## config.mk

```make
export PLATFORM = sky130hd
export DESIGN_NAME = lattice_fermion_hop_sign
export DESIGN_NICKNAME = d
export VERILOG_FILES = /design/src/design/lfhs_pkg.sv /design/src/design/lfhs_ram.sv /design/src/design/lfhs_scan.sv /design/src/design/lattice_fermion_hop_sign.sv
export SDC_FILE = /design/constraint.sdc
export NUM_CORES = 1
export LEC_CHECK = 0
export BUFFER_PORTS_ARGS = -buffer_cell sky130_fd_sc_hd__buf_4
export CAP_MARGIN = 0
export CORE_MARGIN = 5
export CORE_UTILIZATION = 45
export DETAILED_ROUTE_END_ITERATION = 12
export GPL_TIMING_DRIVEN = 0
export HOLD_SLACK_MARGIN = 0.05
export PLACE_DENSITY_LB_ADDON = 0.15
export SYNTH_ARGS = -nofsm -noshare
export SYNTH_HDL_FRONTEND = slang
export SYNTH_SLANG_ARGS = --single-unit
```

## constraint.sdc

```tcl
create_clock -name clk -period 9.3 [get_ports clk]
set_input_delay 0.93 -clock clk [delete_from_list [all_inputs] [get_ports clk]]
set_output_delay 0.93 -clock clk [all_outputs]
set_load 0.02 [all_outputs]
```

## src/design/lfhs_pkg.sv

```systemverilog
// shared types and constants for the lattice fermion hop and sign tracker
package lfhs_pkg;

    // fixed field widths
    localparam int MODE_W = 2;
    localparam int IDX_W  = 6;
    localparam int CFG_W  = 7;
    localparam int CNT_W  = 7;
    localparam int OCC_W  = 2;
    localparam int ERR_W  = 2;

    // largest lattice and particle count that a 6 bit index reaches
    localparam int ADDR_SPAN = 64;

    // operation codes
    typedef enum logic [MODE_W-1:0] {
        MODE_HOP_UP      = 2'd0,
        MODE_HOP_DOWN    = 2'd1,
        MODE_CREATE_UP   = 2'd2,
        MODE_CREATE_DOWN = 2'd3
    } mode_t;

    // error codes
    typedef enum logic [ERR_W-1:0] {
        ERR_NONE     = 2'd0,
        ERR_PARTICLE = 2'd1,
        ERR_LIMIT    = 2'd2
    } err_t;

    // configuration register indexes
    localparam logic CFG_UP_LIMIT   = 1'b0;
    localparam logic CFG_DOWN_LIMIT = 1'b1;

    // controller states
    typedef enum logic [2:0] {
        ST_IDLE,
        ST_LOOKUP,
        ST_SCAN,
        ST_UPDATE,
        ST_DONE
    } state_t;

    // input transaction payload
    typedef struct packed {
        logic [MODE_W-1:0] mode;
        logic [IDX_W-1:0]  particle;
        logic [IDX_W-1:0]  site;
    } in_item_t;

    // output transaction payload
    typedef struct packed {
        logic              step_parity;
        logic              sign_negative;
        logic [OCC_W-1:0]  dest_occupancy;
        logic [ERR_W-1:0]  error;
    } out_item_t;

    // command to the serial parity unit: parity of the set bits with lo <= index < hi
    typedef struct packed {
        logic             start;
        logic [CNT_W-1:0] lo;
        logic [CNT_W-1:0] hi;
    } scan_cmd_t;

    // status back from the serial parity unit
    typedef struct packed {
        logic done;
        logic parity;
    } scan_res_t;

endpackage

```

## src/design/lfhs_ram.sv

```systemverilog
// generic single write port, single read port ram with registered read
module lfhs_ram #(
    parameter int WIDTH = 6,
    parameter int DEPTH = 128
) (
    input  logic                     clk,
    input  logic                     wr_en,
    input  logic [$clog2(DEPTH)-1:0] wr_addr,
    input  logic [WIDTH-1:0]         wr_data,
    input  logic [$clog2(DEPTH)-1:0] rd_addr,
    output logic [WIDTH-1:0]         rd_data
);

    logic [WIDTH-1:0] mem_reg [DEPTH];
    logic [WIDTH-1:0] rd_data_reg;

    // write port
    always_ff @(posedge clk)
    begin
        if (wr_en)
        begin
            mem_reg[wr_addr] <= wr_data;
        end
    end

    // registered read port
    always_ff @(posedge clk)
    begin
        rd_data_reg <= mem_reg[rd_addr];
    end

    assign rd_data = rd_data_reg;

endmodule

```

## src/design/lfhs_scan.sv

```systemverilog
// bit-serial range parity over one or two occupancy bitmaps
module lfhs_scan import lfhs_pkg::*; #(
    parameter int SITE_CNT = 64
) (
    input  logic                clk,
    input  logic                rst_n,
    input  scan_cmd_t           cmd,
    input  logic [SITE_CNT-1:0] map_a,
    input  logic [SITE_CNT-1:0] map_b,
    output scan_res_t           res
);

    logic [SITE_CNT-1:0] sr_a_reg;
    logic [SITE_CNT-1:0] sr_b_reg;
    logic [CNT_W-1:0]    idx_reg;
    logic [CNT_W-1:0]    lo_reg;
    logic [CNT_W-1:0]    hi_reg;
    logic                parity_reg;
    logic                busy_reg;
    logic                at_end;
    logic                in_win;
    logic                bit_now;

    assign at_end  = (idx_reg == hi_reg);
    assign in_win  = (idx_reg >= lo_reg);
    assign bit_now = sr_a_reg[0] ^ sr_b_reg[0];

    // counter and parity accumulator
    always_ff @(posedge clk or negedge rst_n)
    begin
        if (!rst_n)
        begin
            busy_reg   <= 1'b0;
            idx_reg    <= '0;
            parity_reg <= 1'b0;
        end
        else if (cmd.start)
        begin
            busy_reg   <= 1'b1;
            idx_reg    <= '0;
            parity_reg <= 1'b0;
        end
        else if (busy_reg)
        begin
            if (at_end)
            begin
                busy_reg <= 1'b0;
            end
            else
            begin
                idx_reg    <= idx_reg + CNT_W'(1);
                parity_reg <= parity_reg ^ (bit_now & in_win);
            end
        end
    end

    // shift registers, one site per cycle while a scan runs
    always_ff @(posedge clk)
    begin
        if (cmd.start)
        begin
            sr_a_reg <= map_a;
            sr_b_reg <= map_b;
            lo_reg   <= cmd.lo;
            hi_reg   <= cmd.hi;
        end
        else if (busy_reg && !at_end)
        begin
            sr_a_reg <= sr_a_reg >> 1;
            sr_b_reg <= sr_b_reg >> 1;
        end
    end

    assign res.done   = busy_reg && at_end;
    assign res.parity = parity_reg;

endmodule

```

## src/design/lattice_fermion_hop_sign.sv

```systemverilog
// Flow: an accepted item is held through lookup and, when it moves or creates a particle,
// through a bit-serial parity scan up to hi, the larger of source and destination site for
// a hop and the destination site for a creation, then the update; an item that changes
// nothing skips scan and update. The block takes no new item until the result of the last
// is loaded into the output register; the scan walks the occupancy bitmaps one site per cycle.
// Reset: lattice empty, sign plus one, created counts and limits zero; no clearing pass.
module lattice_fermion_hop_sign import lfhs_pkg::*; #(
    parameter int SITES         = 64,
    parameter int MAX_PARTICLES = 64
) (
    input  logic             clk,
    input  logic             rst_n,
    input  logic             in_valid,
    output logic             in_stall,
    input  in_item_t         in_data,
    output logic             out_valid,
    input  logic             out_stall,
    output out_item_t        out_data,
    input  logic             cfg_write,
    input  logic             cfg_index,
    input  logic [CFG_W-1:0] cfg_data
);

    // sizes reachable through the 6 bit indexes
    localparam int SITE_CNT = (SITES < ADDR_SPAN) ? SITES : ADDR_SPAN;
    localparam int SW       = $clog2(SITE_CNT);
    localparam int PART_CNT = (MAX_PARTICLES < ADDR_SPAN) ? MAX_PARTICLES : ADDR_SPAN;
    localparam int PW       = (PART_CNT > 1) ? $clog2(PART_CNT) : 1;
    localparam int RAM_AW   = PW + 1;
    localparam int RAM_D    = 2 ** RAM_AW;
    localparam int LIM_CAP  = (MAX_PARTICLES < 127) ? MAX_PARTICLES : 127;
    localparam logic [CNT_W-1:0] SITE_LIM = CNT_W'(SITE_CNT);
    localparam logic [CNT_W-1:0] PART_LIM = CNT_W'(PART_CNT);
    localparam logic [CNT_W-1:0] LIM_MAX  = CNT_W'(LIM_CAP);

    state_t              state_reg;
    state_t              state_next;
    in_item_t            item_reg;
    logic [SW-1:0]       from_reg;
    logic                parity_reg;
    logic [ERR_W-1:0]    err_reg;
    logic                sign_reg;
    logic [CNT_W-1:0]    created_up_reg;
    logic [CNT_W-1:0]    created_dn_reg;
    logic [CFG_W-1:0]    lim_up_reg;
    logic [CFG_W-1:0]    lim_dn_reg;
    logic [SITE_CNT-1:0] occ_up_reg;
    logic [SITE_CNT-1:0] occ_dn_reg;
    logic [SITE_CNT-1:0] occ_up_next;
    logic [SITE_CNT-1:0] occ_dn_next;
    logic                out_valid_reg;
    out_item_t           out_data_reg;

    logic                in_accept;
    logic                out_free;
    logic                look_en;
    logic                upd_en;
    logic                out_load;
    logic                ram_we;
    scan_cmd_t           scan_cmd;
    scan_res_t           scan_res;

    logic                is_hop;
    logic                is_up;
    logic                site_ok;
    logic [SW-1:0]       sidx;
    logic [SITE_CNT-1:0] same_occ;
    logic                dest_busy;
    logic [CNT_W-1:0]    created_sel;
    logic [CFG_W-1:0]    lim_raw;
    logic [CNT_W-1:0]    lim_sel;
    logic                err_part;
    logic                err_lim;
    logic [ERR_W-1:0]    err_code;
    logic                change;
    logic [SW-1:0]       from_rd;
    logic [CNT_W-1:0]    from_ext;
    logic [CNT_W-1:0]    site_ext;
    logic [CNT_W-1:0]    lo_cmd;
    logic [CNT_W-1:0]    hi_cmd;
    logic [SITE_CNT-1:0] map_a;
    logic [SITE_CNT-1:0] map_b;
    logic [RAM_AW-1:0]   rd_addr;
    logic [RAM_AW-1:0]   wr_addr;
    logic [OCC_W-1:0]    occ_out;

    // decode of the held transaction
    assign is_hop   = (item_reg.mode == MODE_HOP_UP) || (item_reg.mode == MODE_HOP_DOWN);
    assign is_up    = (item_reg.mode == MODE_HOP_UP) || (item_reg.mode == MODE_CREATE_UP);
    assign site_ext = {1'b0, item_reg.site};
    assign site_ok  = site_ext < SITE_LIM;
    assign sidx     = item_reg.site[SW-1:0];
    assign same_occ = is_up ? occ_up_reg : occ_dn_reg;
    assign dest_busy = site_ok && same_occ[sidx];

    // error checks
    assign created_sel = is_up ? created_up_reg : created_dn_reg;
    assign lim_raw     = is_up ? lim_up_reg : lim_dn_reg;
    assign lim_sel     = (lim_raw > LIM_MAX) ? LIM_MAX : lim_raw;
    assign err_part    = ({1'b0, item_reg.particle} >= created_sel) ||
                         ({1'b0, item_reg.particle} >= PART_LIM);
    assign err_lim     = created_sel >= lim_sel;

    always_comb
    begin
        if (is_hop)
        begin
            err_code = err_part ? ERR_PARTICLE : ERR_NONE;
        end
        else
        begin
            err_code = err_lim ? ERR_LIMIT : ERR_NONE;
        end
    end

    assign change = (err_code == ERR_NONE) && site_ok && !dest_busy;

    // scan window and bitmaps
    assign from_ext = {{(CNT_W-SW){1'b0}}, from_rd};

    always_comb
    begin
        if (is_hop)
        begin
            lo_cmd = ((from_ext < site_ext) ? from_ext : site_ext) + CNT_W'(1);
            hi_cmd = (from_ext < site_ext) ? site_ext : from_ext;
            map_a  = same_occ;
            map_b  = '0;
        end
        else
        begin
            lo_cmd = '0;
            hi_cmd = site_ext;
            map_a  = occ_up_reg;
            map_b  = is_up ? '0 : occ_dn_reg;
        end
    end

    // particle-to-site list, both species in one ram
    assign rd_addr = {(in_data.mode == MODE_HOP_DOWN) || (in_data.mode == MODE_CREATE_DOWN),
                      in_data.particle[PW-1:0]};
    assign wr_addr = {!is_up, is_hop ? item_reg.particle[PW-1:0] : created_sel[PW-1:0]};

    lfhs_ram #(
        .WIDTH (SW),
        .DEPTH (RAM_D)
    ) u_site_list (
        .clk     (clk),
        .wr_en   (ram_we),
        .wr_addr (wr_addr),
        .wr_data (sidx),
        .rd_addr (rd_addr),
        .rd_data (from_rd)
    );

    lfhs_scan #(
        .SITE_CNT (SITE_CNT)
    ) u_scan (
        .clk   (clk),
        .rst_n (rst_n),
        .cmd   (scan_cmd),
        .map_a (map_a),
        .map_b (map_b),
        .res   (scan_res)
    );

    // next state
    always_comb
    begin
        state_next = state_reg;
        unique case (state_reg)
            ST_IDLE:
            begin
                if (in_valid)
                begin
                    state_next = ST_LOOKUP;
                end
            end
            ST_LOOKUP:
            begin
                state_next = change ? ST_SCAN : ST_DONE;
            end
            ST_SCAN:
            begin
                if (scan_res.done)
                begin
                    state_next = ST_UPDATE;
                end
            end
            ST_UPDATE:
            begin
                state_next = ST_DONE;
            end
            ST_DONE:
            begin
                if (out_free)
                begin
                    state_next = ST_IDLE;
                end
            end
            default:
            begin
                state_next = ST_IDLE;
            end
        endcase
    end

    // controller outputs
    assign out_free = !out_valid_reg || !out_stall;

    always_comb
    begin
        in_stall       = 1'b1;
        look_en        = 1'b0;
        upd_en         = 1'b0;
        out_load       = 1'b0;
        scan_cmd.start = 1'b0;
        scan_cmd.lo    = lo_cmd;
        scan_cmd.hi    = hi_cmd;
        unique case (state_reg)
            ST_IDLE:
            begin
                in_stall = 1'b0;
            end
            ST_LOOKUP:
            begin
                look_en        = 1'b1;
                scan_cmd.start = change;
            end
            ST_SCAN:
            begin
                in_stall = 1'b1;
            end
            ST_UPDATE:
            begin
                upd_en = 1'b1;
            end
            ST_DONE:
            begin
                out_load = out_free;
            end
            default:
            begin
                in_stall = 1'b1;
            end
        endcase
    end

    assign in_accept = in_valid && !in_stall;
    assign ram_we    = upd_en;

    // occupancy bitmap update
    always_comb
    begin
        occ_up_next = occ_up_reg;
        occ_dn_next = occ_dn_reg;
        if (upd_en)
        begin
            if (is_up)
            begin
                if (is_hop)
                begin
                    occ_up_next[from_reg] = 1'b0;
                end
                occ_up_next[sidx] = 1'b1;
            end
            else
            begin
                if (is_hop)
                begin
                    occ_dn_next[from_reg] = 1'b0;
                end
                occ_dn_next[sidx] = 1'b1;
            end
        end
    end

    // control and lattice state
    always_ff @(posedge clk or negedge rst_n)
    begin
        if (!rst_n)
        begin
            state_reg      <= ST_IDLE;
            sign_reg       <= 1'b0;
            created_up_reg <= '0;
            created_dn_reg <= '0;
            lim_up_reg     <= '0;
            lim_dn_reg     <= '0;
            occ_up_reg     <= '0;
            occ_dn_reg     <= '0;
            out_valid_reg  <= 1'b0;
        end
        else
        begin
            state_reg  <= state_next;
            occ_up_reg <= occ_up_next;
            occ_dn_reg <= occ_dn_next;
            if (upd_en)
            begin
                sign_reg <= sign_reg ^ scan_res.parity;
                if (!is_hop && is_up)
                begin
                    created_up_reg <= created_up_reg + CNT_W'(1);
                end
                if (!is_hop && !is_up)
                begin
                    created_dn_reg <= created_dn_reg + CNT_W'(1);
                end
            end
            if (cfg_write && (cfg_index == CFG_UP_LIMIT))
            begin
                lim_up_reg <= cfg_data;
            end
            if (cfg_write && (cfg_index == CFG_DOWN_LIMIT))
            begin
                lim_dn_reg <= cfg_data;
            end
            if (out_load)
            begin
                out_valid_reg <= 1'b1;
            end
            else if (!out_stall)
            begin
                out_valid_reg <= 1'b0;
            end
        end
    end

    // destination occupancy after the step
    assign occ_out = site_ok ? {occ_dn_reg[sidx], occ_up_reg[sidx]} : '0;

    // transaction payload registers
    always_ff @(posedge clk)
    begin
        if (in_accept)
        begin
            item_reg <= in_data;
        end
        if (look_en)
        begin
            from_reg   <= from_rd;
            err_reg    <= err_code;
            parity_reg <= 1'b0;
        end
        if (upd_en)
        begin
            parity_reg <= scan_res.parity;
        end
        if (out_load)
        begin
            out_data_reg.step_parity    <= parity_reg;
            out_data_reg.sign_negative  <= sign_reg;
            out_data_reg.dest_occupancy <= occ_out;
            out_data_reg.error          <= err_reg;
        end
    end

    assign out_valid = out_valid_reg;
    assign out_data  = out_data_reg;

`ifndef SYNTHESIS
    // each occupied site belongs to exactly one created particle
    a_up_count: assert property (@(posedge clk) disable iff (!rst_n)
        $countones(occ_up_reg) == int'(created_up_reg))
        else $error("up occupancy disagrees with created count");

    a_dn_count: assert property (@(posedge clk) disable iff (!rst_n)
        $countones(occ_dn_reg) == int'(created_dn_reg))
        else $error("down occupancy disagrees with created count");

    // the scan only finishes while the controller waits for it
    a_scan_done: assert property (@(posedge clk) disable iff (!rst_n)
        scan_res.done |-> (state_reg == ST_SCAN))
        else $error("scan finished outside scan state");

    // a hopping particle leaves an occupied site for an empty one
    a_hop_src: assert property (@(posedge clk) disable iff (!rst_n)
        (upd_en && is_hop) |-> (same_occ[from_reg] && !same_occ[sidx]))
        else $error("hop source empty or destination taken");
`endif

endmodule

```

==> results.cfg <==
[outcome]
status = completed

[placed_design]
gp_congestion = 0.927
dp_hpwl_um = 94300
io_buffers = 34
placed_cell_area_mm2 = 0.0508
dp.cells = 4257
place_ws_ps = 2440

[final_layout]
final_area_mm2 = 0.0547
finalNonFillerCells = 4476
drive_gt1_share_pct = 24.6
largest_reg_flops = 768
layout.nets = 3039
syn2layout_area_growth_pct = 14.1

[die]
initial_core_util_pct = 45.4
row_count = 119
fp.dieW_um = 336
die_h_um = 336
core-area_mm2 = 0.106
die-area_mm2 = 0.113
ios = 35

[yosys]
synth_largest_area_cell = edfxtp_1
ys_async_sr_fraction_pct = 15.3
yosysMostFrequentCell = edfxtp_1
synthCells = 2798
synth_edf_count = 938
ys_ff_latch = 1114
syn_area_mm2 = 0.0479
syn_avg_cell_area_um2 = 17.1
synthTopCellsByCount = edfxtp_1, o21ai_0, mux4_2
yosysWarnings = 0
synth_top_area_share_pct = 58.8
synth_ff_type = edfxtp_1
yosys-top-cells-area = edfxtp_1, mux4_2, dfrtp_1
ys_seq_area_share_pct = 67.9
syn-num-nets = 2854
yosysUniqueCellTypes = 49

[setup_path]
slowest_stage = clkbuf_1
worst-path-buf-inv = 8
cp_top_family = buffers and inverters
crit_path_start = item_reg[12]
crit_required_ps = 9620
critPathCaptureType = flip-flop
worstSetupStartpointType = flip-flop
path_max_fanout = 66
worst-setup-path-type = flip-flop to flip-flop
crit_arrival_ps = 7410
timing.rr.start = item_reg[12]
cp_slowest_stage_delay_ps = 850
path_cells = buf_4 > buf_2 > clkbuf_1 > clkbuf_1 > clkbuf_1 > mux2_2 > nand2_1 > ha_1 > a21o_1 > a211oi_1 > o21ai_0 > o211a_1 > nor3_1 > nand4_1 > buf_4 > clkbuf_1 > nand2_4 > buf_16
cpMostUsedCell = clkbuf_1

[sta]
rsz0062_at_grt = no
setup_viol = 0
relSlewSlack_pct = 12.7
slew_violations = 0
timing.final.crit_share_pct = 76.3
clock.fmax_ghz = 0.141
setup_ws_ps = 2210
finalCriticalPeriod_ps = 7090
tightest_slew_ps = 1310
hold_viol = 0
finalClockSkew_ps = 72.2

[routing]
first_iter_violations = 3190
wl_per_cell_um = 30.4
post-route-drc-count = 0
ant_nets = 0
drt_wl_total_um = 136000
drt-vias-per-instance = 6.17
vias = 27600
drt_pass1_iterations = 6

[global_route]
grt.total_usage_pct = 24.0
grt_pass1_vias = 28200
antenna_found_initial = 5
grt_pass1_wl_um = 198000
grt_start_max_net_pins = 115
overflow = 0

[cts]
clk_pin_slew_ps = 60
clk_latency_ps = 730
cts_buffers = 115
post-cts-setup-buffers = 0
tritoncts = yes
hold_buffers = 0
cts_buffer_depth = 3
clockRootBuffer = clkbuf_16
htreeDepth = 3
cts_resized = 0
cts_sinks = 1114

[power]
p_per_area_mw_per_mm2 = 251
p_int_w = 0.00993
power_frac_comb_pct = 18.7
switching_power_w = 0.00379
p_total_w = 0.0137
seqPwrFrac_pct = 47.5
clkPwrFrac_pct = 33.8
swShare_pct = 27.7
ir_worst_vdd_uv = 166
p_leak_nw = 19.2

[hold_path]
min-delay-path-class = input port to async pin

[run]
maxCapViolations = 0
[area by class of cell]
| type | count | area, um2 |
|---|---|---|
| clock buffers | 148 | 3070 |
| inverters | 27 | 101 |
| plain buffers | 170 | 779 |
| multi-input cells | 1487 | 14500 |
| repair buffers | 68 | 1170 |
| diodes | 3 | 7.51 |
| flip-flops and latches | 1114 | 32500 |
| fillers | 8452 | 50900 |
| clock inverters | 68 | 728 |
| well taps | 1391 | 1740 |
[power groups by stage]
stage	sequential (W)	combinational [W]	clock, W
after floorplan	0.00662	0.00148	0
after detailed placement	0.00660	0.00256	0
after CTS	0.00651	0.00257	0.00471
final	0.00651	0.00257	0.00464
after global routing	0.00655	0.00272	0.00492
after global placement	0.00689	0.00211	0
[cell families (layout without fill, tap and decap cells)]
logic type      Yosys count  after routing  synth area share, %
simple gates            452            452                 4.53
compound gates          428            428                 5.20
buf+inv                 197            481                 1.84
mux                     550            550                 19.2
xor+xnor                 28             28                0.512
other cells               0              3                    0
fa+ha+maj                29             29                0.757
flops                  1114           1114                 67.9
[path summary, 6_finish.rpt]
path / to / slack (ps) / cells after the start
setup / recovery: u_scan.sr_b_reg[50] / 2210 / 18
hold / removal: occ_dn_reg[21] / 170 / 1
max in group asynchronous: lim_up_reg[3] / 8160 / 2
min in group clk: sidx[0] / 390 / 1
hold reg to reg: out_data[1] / 420 / 0
setup reg to reg: u_scan.sr_b_reg[50] / 2210 / 18
[cell usage in the layout (no fill, tap or decap), types with 68 or more instances in the layout]
| cell | n |
|---|---|
| a22oi_1 | 70 |
| and3_1 | 73 |
| clkbuf_1 | 140 |
| clkbuf_16 | 117 |
| dfrtp_1 | 170 |
| edfxtp_1 | 938 |
| mux2_2 | 119 |
| mux2_4 | 97 |
| mux2i_1 | 88 |
| mux4_2 | 246 |
| nand2_1 | 68 |
| nor2_1 | 175 |
| o21ai_0 | 266 |
[through the flow]
step	hold slack, ps	TNS, ps	util (%)
detailed placement	408	0	48.2
global placement	407	-343950	47.3
CTS	124	0	51.8
floorplan	400	0	-
finish	166	0	51.8
global route	169	0	51.8
[layer usage]
layer	share of wire, %	track usage (%)	up-vias
met2	47	38.4	1333
li1	-	-	11600
met1	41	32.9	14400
met4	4.3	8.96	6
met5	0.027	0	-
met3	7.8	5.09	335
(Power assumes the default switching activity.)
